`src/hdl/assert_macros.svh`:
```
// ---------------------------------------------------------------------------
// Assertion macros
// Shared concurrent assertion forms, clocked on i_clk, off while in reset.
// ---------------------------------------------------------------------------
`ifndef ASSERT_MACROS_SVH
`define ASSERT_MACROS_SVH

// Same-cycle implication
`define QB_ASSERT_NOW(label, ante, cons, msg) \
    label: assert property (@(posedge i_clk) disable iff (!i_rst_n) \
        (ante) |-> (cons)) else $error(msg);

// Next-cycle implication
`define QB_ASSERT_NEXT(label, ante, cons, msg) \
    label: assert property (@(posedge i_clk) disable iff (!i_rst_n) \
        (ante) |=> (cons)) else $error(msg);

`endif

```
`src/hdl/qbsdc_pkg.sv`:
```
// ---------------------------------------------------------------------------
// qbsdc_pkg
// Types and constants for the bus slave data cycle block.
// ---------------------------------------------------------------------------
package qbsdc_pkg;

    localparam int DAL_W       = 23;
    localparam int DATA_W      = 16;
    localparam int PHASE_W     = 3;
    localparam int KIND_W      = 2;
    localparam int IN_TDATA_W  = 48;
    localparam int OUT_TDATA_W = 64;

    // Cycle phase codes
    localparam logic [PHASE_W-1:0] PH_IDLE       = 3'd0;
    localparam logic [PHASE_W-1:0] PH_WAIT       = 3'd1;
    localparam logic [PHASE_W-1:0] PH_DIN_DONE   = 3'd2;
    localparam logic [PHASE_W-1:0] PH_DOUT_DONE  = 3'd3;
    localparam logic [PHASE_W-1:0] PH_DIN_BLOCK  = 3'd4;
    localparam logic [PHASE_W-1:0] PH_DOUT_BLOCK = 3'd5;

    // Backend access kinds
    localparam logic [KIND_W-1:0] KIND_READ       = 2'd0;
    localparam logic [KIND_W-1:0] KIND_WRITE      = 2'd1;
    localparam logic [KIND_W-1:0] KIND_BYTE_WRITE = 2'd2;

    // One bus sample; last member sits in bit 0
    typedef struct packed {
        logic              event_acked;
        logic [DATA_W-1:0] read_data;
        logic              backend_ok;
        logic [DAL_W-1:0]  dal_lines;
        logic              bus_init;
        logic              write_byte;
        logic              reply_seen;
        logic              dout;
        logic              din;
        logic              sync_live;
        logic              sync_latched;
    } t_in_item;

    // Bus-facing control state (address kept apart, its width is a parameter)
    typedef struct packed {
        logic [PHASE_W-1:0] phase;
        logic               reply_on;
        logic               ref_on;
        logic               dal_driven;
        logic [DATA_W-1:0]  dal_data;
    } t_ctl_state;

    typedef struct packed {
        logic               access_valid;
        logic [KIND_W-1:0]  access_kind;
        logic [DAL_W-1:0]   access_address;
        logic [DATA_W-1:0]  write_value;
        logic [DATA_W-1:0]  dal_out;
        logic               dal_drive;
        logic               reply_out;
        logic               ref_out;
        logic               release_dal_latch;
        logic [PHASE_W-1:0] phase;
    } t_result;

endpackage

```
`src/hdl/qbsdc_step.sv`:
```
// ---------------------------------------------------------------------------
// qbsdc_step
// One bus sample against the current cycle state: next state and result.
// ---------------------------------------------------------------------------
module qbsdc_step #(
    parameter int ADDR_BITS = 23
) (
    input  qbsdc_pkg::t_in_item    i_item,
    input  qbsdc_pkg::t_ctl_state  i_st,
    input  logic [ADDR_BITS-1:0]   i_addr,
    output qbsdc_pkg::t_ctl_state  o_st,
    output logic [ADDR_BITS-1:0]   o_addr,
    output qbsdc_pkg::t_result     o_res
);

    always_comb begin
        o_st  = i_st;
        o_addr = i_addr;
        o_res = '0;
        case (i_st.phase)
            qbsdc_pkg::PH_IDLE: begin
                if (i_item.sync_latched) begin
                    o_addr       = i_item.dal_lines[ADDR_BITS-1:0];
                    o_st.phase   = qbsdc_pkg::PH_WAIT;
                end
            end
            qbsdc_pkg::PH_WAIT: begin
                if (!i_item.sync_live || i_item.reply_seen || i_item.bus_init) begin
                    o_st.phase      = qbsdc_pkg::PH_IDLE;
                    o_st.reply_on   = 1'b0;
                    o_st.ref_on     = 1'b0;
                    o_st.dal_driven = 1'b0;
                end else if (i_item.din) begin
                    o_res.access_valid   = 1'b1;
                    o_res.access_kind    = qbsdc_pkg::KIND_READ;
                    o_res.access_address = qbsdc_pkg::DAL_W'(i_addr);
                    if (!i_item.backend_ok) begin
                        o_st.phase      = qbsdc_pkg::PH_IDLE;
                        o_st.reply_on   = 1'b0;
                        o_st.ref_on     = 1'b0;
                        o_st.dal_driven = 1'b0;
                    end else begin
                        o_st.dal_data   = i_item.read_data;
                        o_st.dal_driven = 1'b1;
                        o_st.reply_on   = 1'b1;
                        o_st.ref_on     = 1'b1;
                        o_st.phase      = qbsdc_pkg::PH_DIN_DONE;
                    end
                end else if (i_item.dout) begin
                    o_res.release_dal_latch = 1'b1;
                    o_res.access_valid      = 1'b1;
                    o_res.access_address    = qbsdc_pkg::DAL_W'(i_addr);
                    if (i_item.write_byte) begin
                        o_res.access_kind = qbsdc_pkg::KIND_BYTE_WRITE;
                        // odd address takes the upper byte lane
                        o_res.write_value = i_addr[0]
                            ? qbsdc_pkg::DATA_W'(i_item.dal_lines[15:8])
                            : qbsdc_pkg::DATA_W'(i_item.dal_lines[7:0]);
                    end else begin
                        o_res.access_kind = qbsdc_pkg::KIND_WRITE;
                        o_res.write_value = i_item.dal_lines[qbsdc_pkg::DATA_W-1:0];
                    end
                    if (!i_item.backend_ok) begin
                        o_st.phase      = qbsdc_pkg::PH_IDLE;
                        o_st.reply_on   = 1'b0;
                        o_st.ref_on     = 1'b0;
                        o_st.dal_driven = 1'b0;
                    end else begin
                        o_st.reply_on = 1'b1;
                        o_st.ref_on   = 1'b1;
                        o_st.phase    = qbsdc_pkg::PH_DOUT_DONE;
                    end
                end
            end
            qbsdc_pkg::PH_DIN_DONE: begin
                if (!i_item.din && i_item.event_acked) begin
                    o_st.reply_on   = 1'b0;
                    o_st.ref_on     = 1'b0;
                    o_st.dal_driven = 1'b0;
                    o_st.phase      = qbsdc_pkg::PH_DIN_BLOCK;
                end
            end
            qbsdc_pkg::PH_DOUT_DONE: begin
                if (!i_item.dout && i_item.event_acked) begin
                    o_st.reply_on = 1'b0;
                    o_st.ref_on   = 1'b0;
                    o_st.phase    = qbsdc_pkg::PH_DOUT_BLOCK;
                end
            end
            qbsdc_pkg::PH_DIN_BLOCK: begin
                if (!i_item.sync_live || i_item.bus_init) begin
                    o_st.phase      = qbsdc_pkg::PH_IDLE;
                    o_st.reply_on   = 1'b0;
                    o_st.ref_on     = 1'b0;
                    o_st.dal_driven = 1'b0;
                end else if (i_item.dout) begin
                    // read-modify-write: same address
                    o_st.phase = qbsdc_pkg::PH_WAIT;
                end else if (i_item.din) begin
                    o_addr     = i_addr + ADDR_BITS'(2);
                    o_st.phase = qbsdc_pkg::PH_WAIT;
                end
            end
            qbsdc_pkg::PH_DOUT_BLOCK: begin
                if (!i_item.sync_live || i_item.bus_init) begin
                    o_st.phase      = qbsdc_pkg::PH_IDLE;
                    o_st.reply_on   = 1'b0;
                    o_st.ref_on     = 1'b0;
                    o_st.dal_driven = 1'b0;
                end else if (i_item.dout) begin
                    o_addr     = i_addr + ADDR_BITS'(2);
                    o_st.phase = qbsdc_pkg::PH_WAIT;
                end
            end
            default: begin
                o_st.phase      = qbsdc_pkg::PH_IDLE;
                o_st.reply_on   = 1'b0;
                o_st.ref_on     = 1'b0;
                o_st.dal_driven = 1'b0;
            end
        endcase
        o_res.dal_drive = o_st.dal_driven;
        o_res.dal_out   = o_st.dal_driven ? o_st.dal_data : '0;
        o_res.reply_out = o_st.reply_on;
        o_res.ref_out   = o_st.ref_on;
        o_res.phase     = o_st.phase;
    end

endmodule

```
`src/hdl/qbus_slave_data_cycle_top.sv`:
```
// ---------------------------------------------------------------------------
// qbus_slave_data_cycle_top
// Slave side of a multiplexed address/data bus data cycle, one result per sample.
// ---------------------------------------------------------------------------
//  channel  | dir | handshake                    | payload
//  ---------+-----+------------------------------+-------------------------------
//  s_axis   | in  | s_axis_tvalid / s_axis_tready | 48-bit bus sample
//  m_axis   | out | m_axis_tvalid / m_axis_tready | 64-bit result, kind in tuser
//
//  One transaction per clock sustained while m_axis_tready stays high; each
//  sample passes the input register, then the result register.
//  The phase logic is a single pass between the input and result registers.
//  Reset (i_rst_n low, synchronous) empties both registers and returns the
//  cycle state to idle with RPLY, REF and the DAL drive off.
//  A stalled result holds the result register and, behind it, the input
//  register; the state advances only when a sample moves into the result.
// ---------------------------------------------------------------------------
`include "assert_macros.svh"

module qbus_slave_data_cycle_top #(
    parameter int ADDR_BITS = 23    // latched address width, 17 to 23
) (
    input  logic        i_clk,
    input  logic        i_rst_n,
    input  logic        s_axis_tvalid,
    output logic        s_axis_tready,
    // [0] sync_latched, [1] sync_live, [2] din, [3] dout, [4] reply_seen,
    // [5] write_byte, [6] bus_init, [29:7] dal_lines, [30] backend_ok,
    // [46:31] read_data, [47] event_acked
    input  logic [47:0] s_axis_tdata,
    output logic        m_axis_tvalid,
    input  logic        m_axis_tready,
    // [0] access_valid, [23:1] access_address, [39:24] write_value,
    // [55:40] dal_out, [56] dal_drive, [57] reply_out, [58] ref_out,
    // [59] release_dal_latch, [62:60] phase, [63] zero
    output logic [63:0] m_axis_tdata,
    // [1:0] access_kind
    output logic [1:0]  m_axis_tuser
);

    logic                   r_in_valid;
    qbsdc_pkg::t_in_item    r_in;
    logic                   r_out_valid;
    qbsdc_pkg::t_result     r_res;
    qbsdc_pkg::t_ctl_state  r_st;
    logic [ADDR_BITS-1:0]   r_addr;

    qbsdc_pkg::t_ctl_state  n_st;
    logic [ADDR_BITS-1:0]   n_addr;
    qbsdc_pkg::t_result     n_res;

    logic                   w_fire;

    // Move the held sample into the result whenever the result slot frees up
    assign w_fire        = r_in_valid && (!r_out_valid || m_axis_tready);
    assign s_axis_tready = !r_in_valid || w_fire;

    qbsdc_step #(
        .ADDR_BITS (ADDR_BITS)
    ) u_step (
        .i_item (r_in),
        .i_st   (r_st),
        .i_addr (r_addr),
        .o_st   (n_st),
        .o_addr (n_addr),
        .o_res  (n_res)
    );

    // Control state
    always_ff @(posedge i_clk) begin
        if (!i_rst_n) begin
            r_in_valid       <= 1'b0;
            r_out_valid      <= 1'b0;
            r_st.phase       <= qbsdc_pkg::PH_IDLE;
            r_st.reply_on    <= 1'b0;
            r_st.ref_on      <= 1'b0;
            r_st.dal_driven  <= 1'b0;
            r_st.dal_data    <= '0;
            r_addr           <= '0;
        end else begin
            if (s_axis_tready) begin
                r_in_valid <= s_axis_tvalid;
            end
            if (w_fire) begin
                r_out_valid <= 1'b1;
                r_st        <= n_st;
                r_addr      <= n_addr;
            end else if (m_axis_tready) begin
                r_out_valid <= 1'b0;
            end
        end
    end

    // Payload registers: hold while stalled
    always_ff @(posedge i_clk) begin
        if (s_axis_tvalid && s_axis_tready) begin
            r_in <= qbsdc_pkg::t_in_item'(s_axis_tdata);
        end
        if (w_fire) begin
            r_res <= n_res;
        end
    end

    assign m_axis_tvalid = r_out_valid;
    assign m_axis_tuser  = r_res.access_kind;
    assign m_axis_tdata  = {1'b0,
                            r_res.phase,
                            r_res.release_dal_latch,
                            r_res.ref_out,
                            r_res.reply_out,
                            r_res.dal_drive,
                            r_res.dal_out,
                            r_res.write_value,
                            r_res.access_address,
                            r_res.access_valid};

    // Idle cycle state never leaves the bus driven
    `QB_ASSERT_NOW(a_idle_quiet, r_st.phase == qbsdc_pkg::PH_IDLE, !r_st.reply_on && !r_st.ref_on && !r_st.dal_driven, "idle phase with bus lines driven")
    // No access means empty access fields
    `QB_ASSERT_NOW(a_no_access_zero, r_out_valid && !r_res.access_valid, r_res.access_kind == qbsdc_pkg::KIND_READ && r_res.access_address == '0 && r_res.write_value == '0, "access fields set without access")
    // Latch release only comes with a write access
    `QB_ASSERT_NOW(a_release_write, r_out_valid && r_res.release_dal_latch, r_res.access_valid && (r_res.access_kind == qbsdc_pkg::KIND_WRITE || r_res.access_kind == qbsdc_pkg::KIND_BYTE_WRITE), "latch release without write")
    // Undriven data lines read as zero
    `QB_ASSERT_NOW(a_dal_zero, r_out_valid && !r_res.dal_drive, r_res.dal_out == '0, "dal_out set while not driven")
    // State moves only with a sample passing into the result
    `QB_ASSERT_NEXT(a_state_hold, !w_fire, $stable(r_st) && $stable(r_addr), "cycle state changed without a sample")

endmodule
```
`config.mk`:
```
export PLATFORM = sky130hd
export DESIGN_NAME = qbus_slave_data_cycle_top
export DESIGN_NICKNAME = d
export VERILOG_FILES = /design/src/hdl/qbsdc_pkg.sv /design/src/hdl/qbsdc_step.sv /design/src/hdl/qbus_slave_data_cycle_top.sv
export VERILOG_INCLUDE_DIRS = /design/src /design/src/hdl
export SDC_FILE = /design/constraint.sdc
export NUM_CORES = 1
export LEC_CHECK = 0
export BUFFER_PORTS_ARGS = -buffer_cell sky130_fd_sc_hd__buf_2
export CAP_MARGIN = 0
export CORE_MARGIN = 10
export CORE_UTILIZATION = 55
export CTS_CLUSTER_SIZE = 20
export DETAILED_ROUTE_END_ITERATION = 16
export PLACE_DENSITY_LB_ADDON = 0.15
export SLEW_MARGIN = 30
export SYNTH_ARGS = -nofsm -noshare
export SYNTH_HDL_FRONTEND = slang
export SYNTH_SLANG_ARGS = --single-unit
```
`constraint.sdc`:
```
create_clock -name i_clk -period 3.9 [get_ports i_clk]
set_input_delay 0.78 -clock i_clk [delete_from_list [all_inputs] [get_ports i_clk]]
set_output_delay 0.78 -clock i_clk [all_outputs]
set_load 0.02 [all_outputs]
```
==> run metrics, run 1 <==
Worst IR Drop VDD=~0.25 mV; Final setup viols=0; routed vias/inst=just under 6; Reg2Reg Depth=6; Die Wd=approximately 130 µm; gpl congestion=~0.83; worst setup margin=between 1 and 1.5 ns; EDFF count, synth=between 100 and 150; RSZ-0062 raised after global routing=false; post-route ant nets=0; post-cts sizing count=0; slew margin rel.=0.480; number of diodes=0; Worst-Skew Late Latency=between 0.4 and 0.5 ns; CTS tree=done; clk_skew=about 0.0076 ns; cell area after synthesis=~6600 µm²; required time of the critical path=4.18 ns; initial antenna violation count=0; Initial Utilization=0.558; Tcrit/Tclk final=0.627; die area=between 15000 and 20000 µm²; Warnings, synthesis=0; flip-flop and latch area=4330 µm²; Final Critical Period=between 2 and 2.5 ns; Fmax achieved=approximately 410 MHz; met3 GRT Util=0.0540; GR Util met1=0.225; Setup crit end kind=flip-flop; area leader, netlist=edfxtp_1; Port-buffer cells=roughly 120; Inserted Clock Buffers=17; vias in the first global route=~5000; pre-CTS setup slack=between 1 and 1.5 ns; filler cell count=~890; Synth Flop Type=edfxtp_1; max-slew violations=0; Root Buffer=clkbuf_16; Syn Area/Cell=11.9 µm²; Final #Nets=between 700 and 800; post-CTS setup buffer count=0; worst-path fanout max=16; layout cells sized above 1=0.242; most frequent cell after synthesis=edfxtp_1; synthesis-stage register bit count=160; Leak=2.92 nW; Bufs on Longest Clock Path=2; Area contributors post-synth=edfxtp_1 51%, dfxtp_1 14%, mux2i_1 5.3%, nor2_1 3.7%, and2_1 3.0%; htree depth=4; detailed placer's ending HPWL=between 10 and 15 mm; CP Launch Type=flip-flop; global route overflow=0; GRT Util Overall=0.184; hold_buf cts=0; Rows=40; area of the multi-input gates=about 2100 µm²; core area=11900 µm²; PD cells=around 490 nW/µm²; crit-path max cell delay=between 0.5 and 0.6 ns; Layout Utilization=0.667; fraction of registers with async set/reset=0; fin cells=slightly above 800; drc violations=0; Cells on Worst Hold Path=2; drt pass-1 iters=5; Mapped Nets=609; die height=approximately 130 µm; Routed Wire Length=roughly 15 mm; Top Ports=120; outcome=finished, final reports clean; per-cell routed wire length=18.5 µm; critical path cell sequence=nand2b_1 > or4_4 > nor3_4 > buf_6 > mux2i_1 > nor2_1; Vias=~4800; routing usage on met2=0.290; Hold Fails Final Rpt=0; Final Instance Area=a little under 8000 µm²; largest net degree at the start of global routing=around 50; Worst-Margin Slew=between 0.7 and 0.8 ns; Post-Place Cells=795; Post-synth top cells=113 x edfxtp_1, 66 x nor2_1, 47 x dfxtp_1; DR iter-0 viols=around 440; Hold Crit Class=flip-flop to flip-flop; post-synthesis sequential area ratio=0.652; Yosys top cell area share=0.511; clock sink count=160; Synth cell types=58; setup_tns=0 ns; Gate Count Post-Synth=556; Max Cap Viol=0; first-pass GRT wire length=roughly 24 mm; GR peak layer=met2; Area growth syn-to-layout=19.5%; critical path's slowest cell=or4_4; WP data arrival=around 2.7 ns; clk slew on worst S/H paths=about 0.060 ns; area post-placement=approximately 7300 µm²; Crit Path Category=flip-flop to flip-flop
metrics by stage:
step	power [mW]	hold WS, ns
after floorplan	2.11	0.449
after global placement	2.20	0.472
after detailed placement	2.21	0.484
after CTS	3.92	0.493
after global routing	4.02	0.517
final	3.90	0.493
worst paths after layout:
check	slack, ns	start	endpoint
min reg2reg	0.49	r_addr[21]	r_addr[21]
max reg2reg	1.46	r_st[21]	r_st[12]
max	1.46	r_st[21]	r_st[12]
min	0.49	r_addr[21]	r_addr[21]
worst max-delay path: cells and delay by family, from the launching register on:
kind,cells,cell delay [ns]
buffers and inverters,1,0.24
AND/OR/NAND/NOR,4,1.37
multiplexers,1,0.23
flip-flops,1,0.45
kinds of logic after synthesis:
kind of cell | share of synthesized area
other | 0.000564
flip-flops | 0.652
multiplexers | 0.0527
AND/OR/NAND/NOR | 0.170
buffers and inverters | 0.0298
AO/OA/AOI/OAI | 0.0928
adder cells (fa/ha/maj) | 0.00188
layout by cell type, fill, tap and decap left out, drive strengths merged, types with 12 or more instances in the layout:
| master | n |
|---|---|
| inv | 12 |
| dfxtp | 47 |
| nor2 | 67 |
| nand2 | 41 |
| o21ai | 14 |
| mux2i | 35 |
| edfxtp | 113 |
| nand3 | 20 |
| and2 | 33 |
| buf | 125 |
| nor3 | 14 |
| clkbuf | 21 |
| a21oi | 34 |
layout make-up:
cell class | count | area share
Clock buffer | 21 | 0.0567
Tap cell | 147 | 0.0232
Inverter | 12 | 0.00567
Timing Repair Buffer | 125 | 0.0815
Clock inverter | 11 | 0.0205
Multi-Input combinational cell | 352 | 0.267
Sequential cell | 160 | 0.546
state kept, by name, indices dropped and copies added, names as in the netlist:
name           flops
m_axis_tdata      63
r_in              48
r_addr            23
r_st              22
m_axis_tuser       2
m_axis_tvalid      1
r_in_valid         1
layer usage:
| metal | vias up | wire length, µm | part of all wire |
|---|---|---|---|
| met5 | - | 0 | 0 |
| met4 | 0 | 437 | 0.029 |
| met3 | 35 | 1240 | 0.081 |
| met2 | 228 | 7330 | 0.48 |
| met1 | 2280 | 6320 | 0.41 |
| li1 | 2260 | - | - |
where the power goes:
| part | internal (mW) | total (mW) | switching (mW) |
|---|---|---|---|
| clock | 1.08 | 1.72 | 0.640 |
| sequential | 1.89 | 1.95 | 0.0532 |
| combinational | 0.0774 | 0.226 | 0.149 |
| total | 3.05 | 3.90 | 0.842 |
(Power assumes the default switching activity.)
==> run 2, diff against run 1 <==
==> constraint.sdc (replaced) <==
create_clock -name i_clk -period 2.3 [get_ports i_clk]
set_input_delay 0.46 -clock i_clk [delete_from_list [all_inputs] [get_ports i_clk]]
set_output_delay 0.46 -clock i_clk [all_outputs]
set_load 0.02 [all_outputs]
==> run 2 against run 1 <==
Effect of this change:
- worst setup slack lost 1.2 ns
- largest power group is now the clock network
- die area is the same
- clock power grew 97%
- via count grew 0.69%
- clock skew grew 0.00097 ns
- flip-flop and latch count is the same
==> run metrics, run 2 (synthesis gave the netlist of run 1 again) <==
outcome=finished, final reports clean (unchanged); vias in the first global route=4880 (was 4955); layout cells sized above 1=0.270 (was 0.242); routed vias/inst=5.74 (was 5.80); Tcrit/Tclk final=0.883 (was 0.627); Worst IR Drop VDD=0.707 mV (was 0.246 mV); Hold Crit Class=input pin to flip-flop (was flip-flop to flip-flop); initial antenna violation count=1 (was 0); filler cell count=872 (was 893); PD cells=863 nW/µm² (was 491 nW/µm²); Initial Utilization=0.558 (unchanged); clk slew on worst S/H paths=0.06 ns (about the same); Setup crit end kind=flip-flop (unchanged); Worst-Skew Late Latency=0.42 ns (about the same); gpl congestion=0.876 (was 0.833); critical path cell sequence=nand2_1 > a211oi_1 > and3_1 > buf_4 > nor2_1 > a311oi_1 (was nand2b_1 > or4_4 > nor3_4 > buf_6 > mux2i_1 > nor2_1); required time of the critical path=2.62 ns (was 4.18 ns); Bufs and invs on worst path=1 (unchanged); Leak=3.05 nW (was 2.92 nW); max FFs per register=63 (unchanged); most frequent cells in the layout=118 x buf_2, 113 x edfxtp_1, 66 x nor2_1, 46 x dfxtp_1, 41 x nand2_1 (was 118 x buf_2, 113 x edfxtp_1, 66 x nor2_1, 47 x dfxtp_1, 41 x nand2_1); Root Buffer=clkbuf_16 (unchanged); Routed Wire Length=15.5 mm (was 15.3 mm); htree depth=4 (unchanged); Crit Path Category=flip-flop to flip-flop (unchanged); power share of the combinational group=0.057 (was 0.058); Area growth syn-to-layout=23.6% (was 19.5%); post-route ant nets=0 (unchanged); crit-path max cell delay=0.49 ns (was 0.53 ns); slew margin rel.=0.586 (was 0.480); post-CTS setup buffer count=0 (unchanged); clock sink count=160 (unchanged); first-pass GRT wire length=24.4 mm (was 24.5 mm); sequential power share=0.466 (was 0.500); die area=16900 µm² (unchanged); Fmax achieved=492 MHz (was 409 MHz); clk_skew=0.00857 ns (was 0.00760 ns); number of diodes=0 (unchanged); CP Launch Type=flip-flop (unchanged); RSZ-0062 raised after global routing=false (unchanged); per-cell routed wire length=18.4 µm (was 18.5 µm); largest net degree at the start of global routing=36 (was 49); hold_buf cts=0 (unchanged); max-slew violations=0 (unchanged); post-cts sizing count=0 (unchanged); drt pass-1 iters=5 (unchanged); die height=130 µm (unchanged); GRT Util Overall=0.186 (was 0.184); Top delay family on crit path=compound AO/OA/AOI/OAI gates (was simple AND/OR/NAND/NOR gates); total power=7.08 mW (was 3.90 mW); CTS tree=done (unchanged); Port-buffer cells=118 (unchanged); worst-path fanout max=12 (was 16); Post-Place Cells=811 (was 795); drc violations=0 (unchanged); Net Sw Power=1.47 mW (was 0.842 mW); critical path's slowest cell=edfxtp_1 (was or4_4); Inserted Clock Buffers=17 (unchanged); commonest non-fill, non-tap cell in the layout=buf_2 (unchanged); Vias=4836 (was 4803); Rows=40 (unchanged); Bufs on Longest Clock Path=2 (unchanged); Worst-Margin Slew=0.621 ns (was 0.778 ns); Die Wd=130 µm (unchanged); Hold Fails Final Rpt=0 (unchanged); Final #Nets=736 (was 721); switching share of power=0.208 (was 0.216); detailed placer's ending HPWL=10.8 mm (was 10.4 mm); core area=11900 µm² (unchanged); internal power=5.61 mW (was 3.05 mW); Max Cap Viol=0 (unchanged); global route overflow=0 (unchanged); Final setup viols=0 (unchanged); Clk pwr share=0.477 (was 0.442); Final Critical Period=2.03 ns (was 2.44 ns); WP data arrival=2.36 ns (was 2.73 ns); fin cells=843 (was 828); DR iter-0 viols=432 (was 443); Top Ports=120 (unchanged)
## run 2: routing by layer
layer  track usage  wire length [µm]  up-vias
li1              -                 -     2301
met1         0.227              6390     2302
met2         0.297              7600      209
met3        0.0560              1230       22
met4        0.0873               279        2
met5             0                13        -
## run 2: final cells by class
class / instances / area, µm² / share of cell area
clock inverter: 15 / 288 / 0.0351
tap: 147 / 184 / 0.0224
sequential: 160 / 4340 / 0.528
inverter: 12 / 48.8 / 0.00594
clock buffer: 17 / 425 / 0.0518
multi-input combinational: 352 / 2140 / 0.260
timing repair buffer: 140 / 793 / 0.0966
## run 2: path summary, 6_finish.rpt
kind              startpoint          to  slack [ns]  cells past startpoint
max reg2reg          r_in[3]   r_addr[2]        0.27                      6
min          s_axis_tdata[0]     r_in[0]        0.21                      1
min reg2reg       r_addr[21]  r_addr[21]        0.49                      2
max                  r_in[3]   r_addr[2]        0.27                      6
## run 2: power by group through the flow
| stage | clock network, mW | logic [mW] | registers [mW] |
|---|---|---|---|
| 3_3_place_gp | 0 | 0.391 | 3.36 |
| 6_report | 3.38 | 0.403 | 3.30 |
| 4_1_cts | 3.42 | 0.405 | 3.30 |
| 5_1_grt | 3.54 | 0.439 | 3.32 |
| 2_1_floorplan | 0 | 0.197 | 3.39 |
| 3_5_place_dp | 0 | 0.402 | 3.36 |
## run 2: stage by stage
step | setup WS [ns] | utilization | hold slack [ns] | cell area [µm²] | TNS (ns)
floorplan | -0.185 | - | 0.449 | 6680 | -0.478
global placement | 0.347 | 0.629 | 0.470 | 7500 | 0
detailed placement | 0.280 | 0.629 | 0.480 | 7500 | 0
CTS | 0.270 | 0.689 | 0.193 | 8210 | 0
global route | 0.101 | 0.689 | 0.196 | 8210 | 0
finish | 0.269 | 0.689 | 0.207 | 8210 | 0
